`src/design/lzd_pkg.sv`:
```
// Shared types and constants of the LZSS window decoder.
`default_nettype none
package lzd_pkg;

    localparam int WINDOW_SIZE = 4096;
    localparam int WIN_AW      = $clog2(WINDOW_SIZE);
    localparam logic [WIN_AW-1:0] START_POS = WIN_AW'(12'hFEE);
    localparam logic [7:0] FILL_BYTE = 8'h20;

    localparam int LEN_W      = 4;
    localparam int MIN_LEN    = 3;
    localparam int LEFT_W     = 5;

    localparam int CMDQ_DEPTH = 2;
    localparam int CMDQ_AW    = $clog2(CMDQ_DEPTH);
    localparam int CMDQ_CW    = $clog2(CMDQ_DEPTH + 1);

    localparam int OFIFO_DEPTH = 4;
    localparam int OFIFO_AW    = $clog2(OFIFO_DEPTH);
    localparam int OFIFO_CW    = $clog2(OFIFO_DEPTH + 1);

    typedef struct packed {
        logic              lit;
        logic [WIN_AW-1:0] addr;
        logic [LEN_W-1:0]  len;
    } t_cmd;

endpackage
`default_nettype wire

```
`src/design/lzd_cmdq.sv`:
```
// Short command queue between the parser and the copy engine.
`default_nettype none
module lzd_cmdq (
    input  wire logic        i_clk,
    input  wire logic        i_rst_n,
    input  wire logic        i_push,
    input  lzd_pkg::t_cmd    i_cmd,
    output logic             o_full,
    input  wire logic        i_pop,
    output lzd_pkg::t_cmd    o_cmd,
    output logic             o_empty
);
    import lzd_pkg::*;

    t_cmd                r_slot [CMDQ_DEPTH];
    logic [CMDQ_AW-1:0]  r_wp;
    logic [CMDQ_AW-1:0]  r_rp;
    logic [CMDQ_CW-1:0]  r_cnt;

    logic do_push;
    logic do_pop;

    assign o_full  = (r_cnt == CMDQ_CW'(CMDQ_DEPTH));
    assign o_empty = (r_cnt == '0);
    assign o_cmd   = r_slot[r_rp];
    assign do_push = i_push && !o_full;
    assign do_pop  = i_pop && !o_empty;

    always_ff @(posedge i_clk) begin
        if (do_push) begin
            r_slot[r_wp] <= i_cmd;
        end
    end

    always_ff @(posedge i_clk) begin
        if (!i_rst_n) begin
            r_wp  <= '0;
            r_rp  <= '0;
            r_cnt <= '0;
        end else begin
            if (do_push) begin
                r_wp <= r_wp + CMDQ_AW'(1);
            end
            if (do_pop) begin
                r_rp <= r_rp + CMDQ_AW'(1);
            end
            r_cnt <= r_cnt + CMDQ_CW'(do_push) - CMDQ_CW'(do_pop);
        end
    end

endmodule
`default_nettype wire

```
`config.mk`:
```
export PLATFORM = sky130hd
export DESIGN_NAME = lzd_cmdq
export DESIGN_NICKNAME = d
export VERILOG_FILES = /design/src/design/lzd_pkg.sv /design/src/design/lzd_cmdq.sv
export SDC_FILE = /design/constraint.sdc
export NUM_CORES = 1
export LEC_CHECK = 0
export BUFFER_PORTS_ARGS = -buffer_cell sky130_fd_sc_hd__buf_2
export CAP_MARGIN = 20
export CORE_UTILIZATION = 51
export CTS_CLUSTER_DIAMETER = 40
export DETAILED_ROUTE_END_ITERATION = 7
export GPL_TIMING_DRIVEN = 0
export PLACE_DENSITY_LB_ADDON = 0.3
export RECOVER_POWER = 100
export SLEW_MARGIN = 20
export SYNTH_ARGS = -nofsm -noshare
export SYNTH_HDL_FRONTEND = slang
export SYNTH_SLANG_ARGS = --single-unit
```
`constraint.sdc`:
```
create_clock -name i_clk -period 2.1 [get_ports i_clk]
set_input_delay 0.21 -clock i_clk [delete_from_list [all_inputs] [get_ports i_clk]]
set_output_delay 0.21 -clock i_clk [all_outputs]
set_load 0.01 [all_outputs]
```
==> flow_summary.toml <==
[pwr]
power_uw = 2020
power_density_nw_per_um2 = 1170
intPower_uw = 1400
power.share.switching_pct = 30.6
power_frac_comb_pct = 30.1
clkPwrFrac_pct = 17.6
p_leak_uw = 0.000654
vdd_drop_max_uv = 785
power.switching_uw = 619
pwr-share-seq_pct = 52.3

[synth]
synth.distinct_cells = 18
synth_fp_nets = 103
syn_area_per_cell_um2 = 18.9
ys_ff_latch = 39
syn_inst = 80
synth_area_leaders = "edfxtp_1 (67%), mux2_4 (9.9%), dfxtp_1 (6.6%)"
synth_warnings = 0
yosysTopAreaCellShare_pct = 67.4
yosysSeqAreaShare_pct = 74.0
yosysTopAreaCell = "edfxtp_1"
netlist_area_um2 = 1520

[global_routing]
track_usage_pct = 16.6
grt_first_pass_wirelength_um = 3750
grt_max_degree = 18
antenna_found_initial = 0
grt_pass1_vias = 840
overflow = 0

[clocking]
h-tree-depth = 2
postCtsHoldBufs = 0
cts_tree = "yes"
tritoncts_num_sinks = 39
cts_root_buffer = "clkbuf_4"
cts_resized = 0
cts_buffers = 5
post-cts-setup-buffer-count = 0
clockBufferDepth = 2
clock_latency_ps = 340
cts.clk_slew.worst_paths_ps = 110

[detailed_routing]
vias = 809
first_pass_iters = 3
vias_per_cell = 5.12
wl_per_cell_um = 15.1
postRouteAntennaNets = 0
route.detailed.drc = 0
drtIter0Drc = 9
totalWireLength_um = 2380

[critical_path]
critPathRequiredTime_ps = 1890
ff2ff_setup_slack_ps = 350
arrival_ps = 1610
path_class = "reg2out"
path_cells = "buf_6 -> clkbuf_2 -> mux2_1 -> buf_2"
cp_top_family = "buffers and inverters"
start_kind = "flop"
critPathCaptureType = "output pin"
path_buf_inv = 3
slowest_delay_ps = 370
cp_max_fo = 10
cp_slowest_cell = "mux2_1"

[cells_and_area]
fin_nets = 149
synthToLayoutAreaGrowth_pct = 14.4
final_core_util_pct = 62.3
multi_input_area_um2 = 320
drive_above_1_share_pct = 29.9
antennaDiodeCount = 0
regArea_um2 = 1120
layout_commonest_cell = "edfxtp_1"
n_fill_cell = 233
mostFrequentLayoutCells = "edfxtp_1 (34), buf_2 (21), clkbuf_1 (18)"
final_area_um2 = 1730

[outcome]
outcome = "finished clean"

[sta]
max_freq_mhz = 548
drv_slew = 0
finalSetupViolations = 0
rsz0062_at_grt = "false"
finalCriticalPeriod_ps = 1820
fin_skew_ps = 10.8
worst_slew_pin_slew_ps = 871
final_hold_viol_count = 0
fin_hold_ws_ps = 47.0
post-route-period-util_pct = 86.9
slew_headroom_pct = 41.9

[die]
io_pins = 40
dieArea_um2 = 3190
coreArea_um2 = 2780
fp.dieH_um = 56.5
rows = 19
start_util_pct = 54.5
die_x_um = 56.5

[run]
maxCapViolations = 0

[placement]
placed_cell_area_um2 = 1750
port_buffers = 39
hpwl_um = 1620
gp_congestion = 0.644

[hold_path]
worstHoldPathType = "in2reg"
## worst register-to-register path: stages (launching register included)
cell and delay, ps:
dfxtp_1 390, nand2b_1 170, nand2_1 130, nor2_2 690
## routing by layer
layer / up-vias / wire length (µm) / GRT usage (%)
li1: 391 / - / -
met1: 379 / 1000 / 19.0
met2: 37 / 1170 / 25.9
met3: 2 / 188 / 9.45
met4: 0 / 17 / 6.27
met5: - / 0 / 0
## flip-flops by register name, indices dropped and copies added (netlist names), named ones only
signal	flops
r_wp	1
r_rp	1
r_cnt	2
r_slot	34
## area by class of cell
cell class                      count  share of cell area [%]
Buffer                              2                   0.939
Clock buffer                        5                    2.17
Clock inverter                      3                   0.866
Inverter                            3                   0.650
Multi-Input combinational cell     36                    18.5
Sequential cell                    39                    64.7
Tap cell                           31                    2.24
Timing Repair Buffer               39                    9.96
## kinds of logic after synthesis
family	Yosys count	share of synthesized area, %
flops	39	74.0
mux	18	15.8
simple gates	13	4.13
buf+inv	5	2.81
xor+xnor	2	1.16
fa+ha+maj	2	1.65
compound gates	1	0.496
## through the flow
| step | std cells | setup TNS (ps) | setup WS [ps] |
|---|---|---|---|
| 3_5_place_dp | 150 | 0 | 296 |
| 5_1_grt | 158 | 0 | 179 |
| 4_1_cts | 158 | 0 | 285 |
| 2_1_floorplan | 80 | 0 | 384 |
| 6_report | 158 | 0 | 276 |
| 3_3_place_gp | 150 | -375 | -22.6 |
## cell usage after synthesis
cell type,number
mux2_4,10
and2_1,2
xnor2_1,1
and3_1,1
nand2_1,2
ha_1,2
o21a_1,1
mux2_2,7
dfxtp_1,5
nand2b_1,2
edfxtp_1,34
xor2_1,1
buf_6,1
inv_1,3
nor2_1,5
mux2i_1,1
buf_12,1
nor3_1,1
## final timing paths
path | start | end | cells past startpoint
max | flop | o_cmd[2] | 4
max reg2reg | r_cnt[0] | r_slot[0][5] | 3
min | i_cmd[10] | r_slot[0][10] | 1
min reg2reg | r_wp | r_wp | 2
## power by group through the flow
| stage | Clock [µW] | Combinational (µW) | Sequential [µW] |
|---|---|---|---|
| 4_1_cts | 373 | 732 | 1060 |
| 6_report | 356 | 608 | 1060 |
| 3_3_place_gp | 0 | 696 | 1070 |
| 5_1_grt | 403 | 664 | 1070 |
| 2_1_floorplan | 0 | 506 | 1060 |
| 3_5_place_dp | 0 | 730 | 1080 |
Note: power is estimated with default switching activity, not from simulation.
