[src/design/lzd_pkg.sv]
// Shared types and constants of the LZSS window decoder.
`default_nettype none
package lzd_pkg;

    localparam int WINDOW_SIZE = 4096;
    localparam int WIN_AW      = $clog2(WINDOW_SIZE);
    localparam logic [WIN_AW-1:0] START_POS = WIN_AW'(12'hFEE);
    localparam logic [7:0] FILL_BYTE = 8'h20;

    localparam int LEN_W      = 4;
    localparam int MIN_LEN    = 3;
    localparam int LEFT_W     = 5;

    localparam int CMDQ_DEPTH = 2;
    localparam int CMDQ_AW    = $clog2(CMDQ_DEPTH);
    localparam int CMDQ_CW    = $clog2(CMDQ_DEPTH + 1);

    localparam int OFIFO_DEPTH = 4;
    localparam int OFIFO_AW    = $clog2(OFIFO_DEPTH);
    localparam int OFIFO_CW    = $clog2(OFIFO_DEPTH + 1);

    typedef struct packed {
        logic              lit;
        logic [WIN_AW-1:0] addr;
        logic [LEN_W-1:0]  len;
    } t_cmd;

endpackage
`default_nettype wire

[src/design/lzd_front.sv]
// Stream parser: splits flag, literal and reference bytes into commands.
`default_nettype none
module lzd_front (
    input  wire logic        i_clk,
    input  wire logic        i_rst_n,
    input  wire logic        i_push,
    input  wire logic [7:0]  i_byte,
    input  wire logic        i_hold,
    output logic             o_cmd_push,
    output lzd_pkg::t_cmd    o_cmd
);
    import lzd_pkg::*;

    typedef enum logic [1:0] {
        PH_FLAG,
        PH_DATA,
        PH_REF2
    } t_phase;

    t_phase      r_phase;
    logic [7:0]  r_flag_bits;
    logic [3:0]  r_flags_left;
    logic [7:0]  r_held_low;

    logic        accept;
    logic [3:0]  flags_next;

    assign accept     = i_push && !i_hold;
    assign flags_next = (r_flags_left != 4'd0) ? r_flags_left - 4'd1 : 4'd0;

    always_comb begin
        o_cmd_push = 1'b0;
        o_cmd.lit  = 1'b1;
        o_cmd.addr = WIN_AW'(i_byte);
        o_cmd.len  = '0;
        if (accept) begin
            unique case (r_phase)
                PH_DATA: begin
                    o_cmd_push = r_flag_bits[0];
                end
                PH_REF2: begin
                    o_cmd_push = 1'b1;
                    o_cmd.lit  = 1'b0;
                    o_cmd.addr = {i_byte[7:4], r_held_low};
                    o_cmd.len  = i_byte[3:0];
                end
                default: begin
                    o_cmd_push = 1'b0;
                end
            endcase
        end
    end

    always_ff @(posedge i_clk) begin
        if (!i_rst_n) begin
            r_phase      <= PH_FLAG;
            r_flag_bits  <= '0;
            r_flags_left <= '0;
            r_held_low   <= '0;
        end else if (accept) begin
            unique case (r_phase)
                PH_DATA: begin
                    if (r_flag_bits[0]) begin
                        r_flag_bits  <= r_flag_bits >> 1;
                        r_flags_left <= flags_next;
                        r_phase      <= (flags_next == 4'd0) ? PH_FLAG : PH_DATA;
                    end else begin
                        r_held_low <= i_byte;
                        r_phase    <= PH_REF2;
                    end
                end
                PH_REF2: begin
                    r_flag_bits  <= r_flag_bits >> 1;
                    r_flags_left <= flags_next;
                    r_phase      <= (flags_next == 4'd0) ? PH_FLAG : PH_DATA;
                end
                default: begin
                    r_flag_bits  <= i_byte;
                    r_flags_left <= 4'd8;
                    r_phase      <= PH_DATA;
                end
            endcase
        end
    end

endmodule
`default_nettype wire

[config.mk]
export PLATFORM = sky130hd
export DESIGN_NAME = lzd_front
export DESIGN_NICKNAME = d
export VERILOG_FILES = /design/src/design/lzd_pkg.sv /design/src/design/lzd_front.sv
export SDC_FILE = /design/constraint.sdc
export NUM_CORES = 1
export LEC_CHECK = 0
export ABC_AREA = 0
export CORE_MARGIN = 3
export CORE_UTILIZATION = 30
export CTS_CLUSTER_SIZE = 25
export DETAILED_ROUTE_END_ITERATION = 10
export DONT_BUFFER_PORTS = 1
export PLACE_DENSITY = 0.42
export SYNTH_ARGS = -nofsm -noshare
export SYNTH_HDL_FRONTEND = slang
export SYNTH_SLANG_ARGS = --single-unit
[constraint.sdc]
create_clock -name i_clk -period 2.1 [get_ports i_clk]
set_clock_uncertainty 0.1 [all_clocks]
set_input_delay 0.42 -clock i_clk [delete_from_list [all_inputs] [get_ports i_clk]]
set_output_delay 0.42 -clock i_clk [all_outputs]
set_load 0.02 [all_outputs]
==> results of run 1 <==
## Yosys cell counts
master | n | area (um2)
dfxtp_1 | 22 | 440
nand2_1 | 22 | 82.6
a21boi_0 | 11 | 82.6
o21ai_0 | 11 | 55.1
nor2_1 | 10 | 37.5
and3_1 | 8 | 50.1
mux2_2 | 8 | 90.1
a221oi_1 | 7 | 61.3
clkbuf_1 | 5 | 18.8
inv_1 | 4 | 15.0
a21oi_1 | 3 | 15.0
ha_1 | 3 | 37.5
a21boi_1 | 2 | 15.0
buf_2 | 2 | 10.0
nand2b_1 | 2 | 12.5
nor2_2 | 2 | 12.5
nor3_1 | 2 | 10.0
or4_1 | 2 | 15.0
and2_1 | 1 | 6.26
buf_4 | 1 | 7.51
nand2_2 | 1 | 6.26
nand3_1 | 1 | 5.00
nand4b_1 | 1 | 8.76
nor2b_1 | 1 | 6.26
nor2b_2 | 1 | 8.76
nor3b_1 | 1 | 7.51
nor4bb_1 | 1 | 10.0
o22ai_1 | 1 | 6.26
or2b_1 | 1 | 7.51
or3_1 | 1 | 6.26
## per-stage QoR
step           power, mW  utilization  instances
2_1_floorplan      0.527            -        138
3_3_place_gp       0.541        0.345        181
3_5_place_dp       0.542        0.345        181
4_1_cts            0.837        0.362        185
5_1_grt            0.869        0.364        185
6_report           0.825        0.364        185
## registers in the layout, indices dropped and copies added, names as in the netlist
register and count:
r_flag_bits 8, r_flags_left 4, r_phase 2, r_held_low 8
## repair_timing
item                       4_1_cts  5_1_grt
setup endpoints to repair        8        9
hold endpoints to repair         0        0
gates resized for setup          1        2
## how the worst max path moves through the flow
stage	end	slack, ns	cells past startpoint
floorplan	o_cmd_push	0.07	5
global placement	o_cmd[5]	0.23	3
detailed placement	o_cmd[6]	0.23	4
CTS	o_cmd[7]	0.06	4
global route	o_cmd_push	0.02	6
finish	o_cmd_push	0.13	6
## power by group through the flow
stage               Clock [mW]  Combinational, mW  Sequential [mW]
floorplan                    0             0.0763            0.450
CTS                      0.305             0.0889            0.443
global placement             0             0.0879            0.453
global route             0.323             0.0993            0.446
detailed placement           0             0.0887            0.453
finish                   0.291             0.0893            0.444
## critical path: stages, from the launching register on
cell and delay, ns:
dfxtp_1 0.35, inv_1 0.05, ha_1 0.23, buf_4 0.18, a21oi_2 0.16, nor3_1 0.07
buf_4 0.16
## per-layer routing
| metal | up-vias | routed length [um] | global-route usage |
|---|---|---|---|
| li1 | 488 | - | - |
| met1 | 442 | 1400 | 0.179 |
| met2 | 21 | 1230 | 0.210 |
| met3 | 4 | 161 | 0.0361 |
| met4 | 0 | 31 | 0.0447 |
| met5 | - | 0 | 0 |
## logic make-up (layout without fill, tap and decap cells)
group / after synthesis / after routing
AOI/OAI and AO/OA: 35 / 35
adders and majority gates: 3 / 3
buffers and inverters: 12 / 13
DFF: 22 / 22
muxes: 8 / 8
and+or+nand+nor: 58 / 58
## cell type report
class                   count  area share
multi-input cells         104       0.524
flip-flops and latches     22       0.346
well taps                  46      0.0452
clock buffers               4      0.0433
repair buffers              5      0.0295
inverters                   4      0.0118
==> results.cfg, run 1 <==
[sta]
fin_crit_ns = 1.97
rsz0062_at_grt = no
max_freq_mhz = 508
hold_violations = 0
relSlewSlack = 0.666
drv_slew = 0
hold_slack_ns = 0.187
fin_crit_sh = 0.938
fin_ws_ns = 0.130
setup_viol = 0
tns_ns = 0
worst_pin_slew_ns = 0.499

[power]
ir_worst_vdd_mv = 0.325
p_clk_frac = 0.353
p_switching_uw = 190
p_int_uw = 634
power_density_nw_per_um2 = 648
pwr-share-comb = 0.108
p_leak_nw = 0.479
swShare = 0.231
seq_power_share = 0.538

[final_layout]
final_cell_mix = dfxtp_1, nand2_1, a21boi_0, o21ai_0, nor2_1
fin_nets = 155
final_common_cell = dfxtp_1
drive_gt1_frac = 0.165
stdcell_area_um2 = 1270
multi_input_area_um2 = 667
syn2layout_area_growth_pct = 10.9
diodes = 0
regArea_um2 = 440
fillCellCount = 373

[grt]
grt_max_degree = 23
grt_pass1_vias = 920
antenna_found_initial = 0
grt_pass1_wl_mm = 4.52
grt_overflow = 0
grt_usage = 0.134

[detailed_routing]
post_drt_via_cell_ratio = 5.16
vias = 955
routedWlPerCell_um = 15.3
drc = 0
wl_mm = 2.83
postRouteAntennaNets = 0
drt_pass1_iterations = 4
drtIter0Drc = 36

[setup_path]
cp_max_fo = 9
startpoint = r_phase[0]
critPathArrivalTime_ns = 1.45
endpoint_kind = output port
path_class = reg2out
r2r-end = r_flags_left[1]
critPathLaunchType = register
r2r-start = r_phase[1]
worstRegToRegCells = 6
required_ns = 1.58
rrSetupSlack_ns = 0.36

[yosys]
ys_types = 30
synthAdderAreaFrac = 0.0327
syn_inst = 138
synthMuxAreaShare = 0.0785
syn_area_um2 = 1150
synth_compound_area_frac = 0.205
ys_warn_count = 0
synth_xor_xnor_area_share = 0
yosys.area_share.simple = 0.255
yosysSeqAreaShare = 0.384
synth_nets = 153
ys_ff_latch = 22
syn_area_per_cell_um2 = 8.31
synth_top_family_by_area = simple AND/OR/NAND/NOR gates

[cts]
cts_max_path_buffers = 2
post-cts-setup-buffers = 0
h-tree-depth = 1
insertion_delay_ns = 0.25
clk_pin_slew_ns = 0.07
root_buffer = clkbuf_8
cts_tree = built
clkSinkCount = 22
postCtsHoldBufs = 0
cts_made_buffers = 3

[hold_path]
hold_start = i_rst_n
min_to = r_phase[1]
hold_depth = 1
hold_path_class = in2reg

[place]
gp_congestion = 0.682
io_buffers = 0
dp_hpwl_mm = 2.08
placed_area_um2 = 1210
dp_slack_ns = 0.232

[floorplanning]
io_pins = 30
die_y_um = 67.8
initial_core_util = 0.328
die-area_um2 = 4600
rows = 21
dieWidth_um = 67.8
core_area_um2 = 3490

[flow_run]
max_cap_viol_count = 0

[outcome]
status = finished clean
Note: power is estimated with default switching activity, not from simulation.
==> run 2: changes to the inputs <==
--- a/config.mk
+++ b/config.mk
@@ -6,12 +6,14 @@
 export NUM_CORES = 1
 export LEC_CHECK = 0
 export ABC_AREA = 0
+export CELL_PAD_IN_SITES_DETAIL_PLACEMENT = 1
+export CELL_PAD_IN_SITES_GLOBAL_PLACEMENT = 1
 export CORE_MARGIN = 3
 export CORE_UTILIZATION = 30
 export CTS_CLUSTER_SIZE = 25
 export DETAILED_ROUTE_END_ITERATION = 10
 export DONT_BUFFER_PORTS = 1
-export PLACE_DENSITY = 0.42
+export PLACE_DENSITY = 0.53
 export SYNTH_ARGS = -nofsm -noshare
 export SYNTH_HDL_FRONTEND = slang
 export SYNTH_SLANG_ARGS = --single-unit
==> run 2 against run 1 <==
Critical endpoint unchanged. Setup slack better by 0.032 ns. Sequential power about the same. First-iteration DRC count rose by 44%. Power increased by 1.7%. Routed wire length up 9.2%. Register-to-register slack lost 0.08 ns. Non-clock buffer count unchanged. Utilization up 0.072 points. Final area is 0.20% higher. Largest cell class unchanged.
==> results.cfg, run 2 (synthesized netlist as in run 1, its figures left out) <==
[floorplanning]
dieWidth_um = 67.8
die-area_um2 = 4600
die_y_um = 67.8
rows = 21
core_area_um2 = 3490
io_pins = 30
initial_core_util = 0.328

[final_layout]
fin_nets = 155
final_cell_mix = dfxtp_1, nand2_1, a21boi_0, o21ai_0, nor2_1
syn2layout_area_growth_pct = 11.1
diodes = 0
final_common_cell = dfxtp_1
drive_gt1_frac = 0.173
top_regs = r_flag_bits: 8 flops, r_held_low: 8 flops, r_flags_left: 4 flops

[cts]
clkSinkCount = 22
root_buffer = clkbuf_8
cts_made_buffers = 3
postCtsHoldBufs = 0
h-tree-depth = 1
cts_max_path_buffers = 2
cts_tree = built
insertion_delay_ns = 0.26
clk_pin_slew_ns = 0.08

[sta]
max_freq_mhz = 516
relSlewSlack = 0.646
drv_slew = 0
fin_crit_ns = 1.94
hold_violations = 0
setup_viol = 0
rsz0062_at_grt = no
tns_ns = 0
worst_pin_slew_ns = 0.529
fin_crit_sh = 0.923

[detailed_routing]
drtIter0Drc = 52
drt_pass1_iterations = 4
postRouteAntennaNets = 0
wl_mm = 3.09
vias = 990
drc = 0
post_drt_via_cell_ratio = 5.35
routedWlPerCell_um = 16.7

[setup_path]
r2r-start = r_phase[1]
worstRegToRegCells = 6
critPathLaunchType = register
rrSetupSlack_ns = 0.28
cp_max_fo = 9
critPathArrivalTime_ns = 1.42
r2r-end = r_flags_left[1]
required_ns = 1.58
path_class = reg2out
endpoint_kind = output port

[hold_path]
min_to = r_phase[1]
hold_start = i_rst_n
hold_path_class = in2reg
hold_depth = 1

[outcome]
status = finished clean

[grt]
grt_usage = 0.144
grt_pass1_wl_mm = 4.96
grt_max_degree = 23
grt_pass1_vias = 1007
antenna_found_initial = 0
grt_overflow = 0

[place]
gp_congestion = 0.726
dp_hpwl_mm = 2.23
io_buffers = 0

[flow_run]
max_cap_viol_count = 0

[power]
ir_worst_vdd_mv = 0.279
total_power_uw = 839
power_density_nw_per_um2 = 658
p_leak_nw = 0.478
==> run 2: cell count changes in the layout (fill, tap and decap cells not counted) <==
cell  previous run  this run
ha_1             3         2
ha_2             0         1
==> run 2: layer usage <==
layer	global-route usage	up-vias	share of wire
li1	-	486	-
met1	0.201	477	0.50
met2	0.219	25	0.45
met3	0.0296	2	0.049
met4	0.0521	0	0.0068
met5	0	-	0
==> run 2: final cells by class <==
type	count	area, um2
clock buffers	4	55.1
flip-flops and latches	22	440
repair buffers	5	37.5
inverters	4	15.0
well taps	46	57.6
fillers	417	2220
multi-input cells	104	669
==> run 2: worst max-delay path, stage by stage, from the launching register on <==
cell     delay [ns]
dfxtp_1        0.36
inv_1          0.05
ha_2           0.20
buf_4          0.17
a21oi_2        0.16
nor3_1         0.07
buf_4          0.16
==> run 2: what timing repair did <==
item                       in CTS  in global routing
setup endpoints to repair       8                  9
gates resized for setup         1                  3
buffers inserted                0                  0
==> run 2: through the flow <==
step	cell area (um2)	instances	utilization	setup slack [ns]	hold WS (ns)
floorplan	1150	138	-	0.0659	0.340
global placement	1210	181	0.345	0.249	0.347
detailed placement	1210	181	0.345	0.207	0.361
CTS	1260	185	0.362	0.0418	0.175
global route	1270	185	0.365	0.0651	0.176
finish	1270	185	0.365	0.162	0.180
==> run 2: how the worst max path moves through the flow <==
stage / endpoint / slack, ns / cells after the start / from
5_1_grt: o_cmd_push / 0.07 / 6 / r_phase[0]
6_report: o_cmd_push / 0.16 / 6 / r_phase[0]
2_1_floorplan: o_cmd_push / 0.07 / 5 / r_phase[0]
4_1_cts: o_cmd_push / 0.04 / 6 / r_phase[0]
3_5_place_dp: o_cmd[8] / 0.21 / 4 / r_phase[0]
3_3_place_gp: o_cmd[9] / 0.25 / 4 / r_phase[0]
==> run 2: where the power goes <==
| group | internal [mW] | switching, mW |
|---|---|---|
| registers | 0.434 | 0.0101 |
| logic | 0.0346 | 0.0573 |
| clock network | 0.167 | 0.136 |
| total | 0.635 | 0.203 |
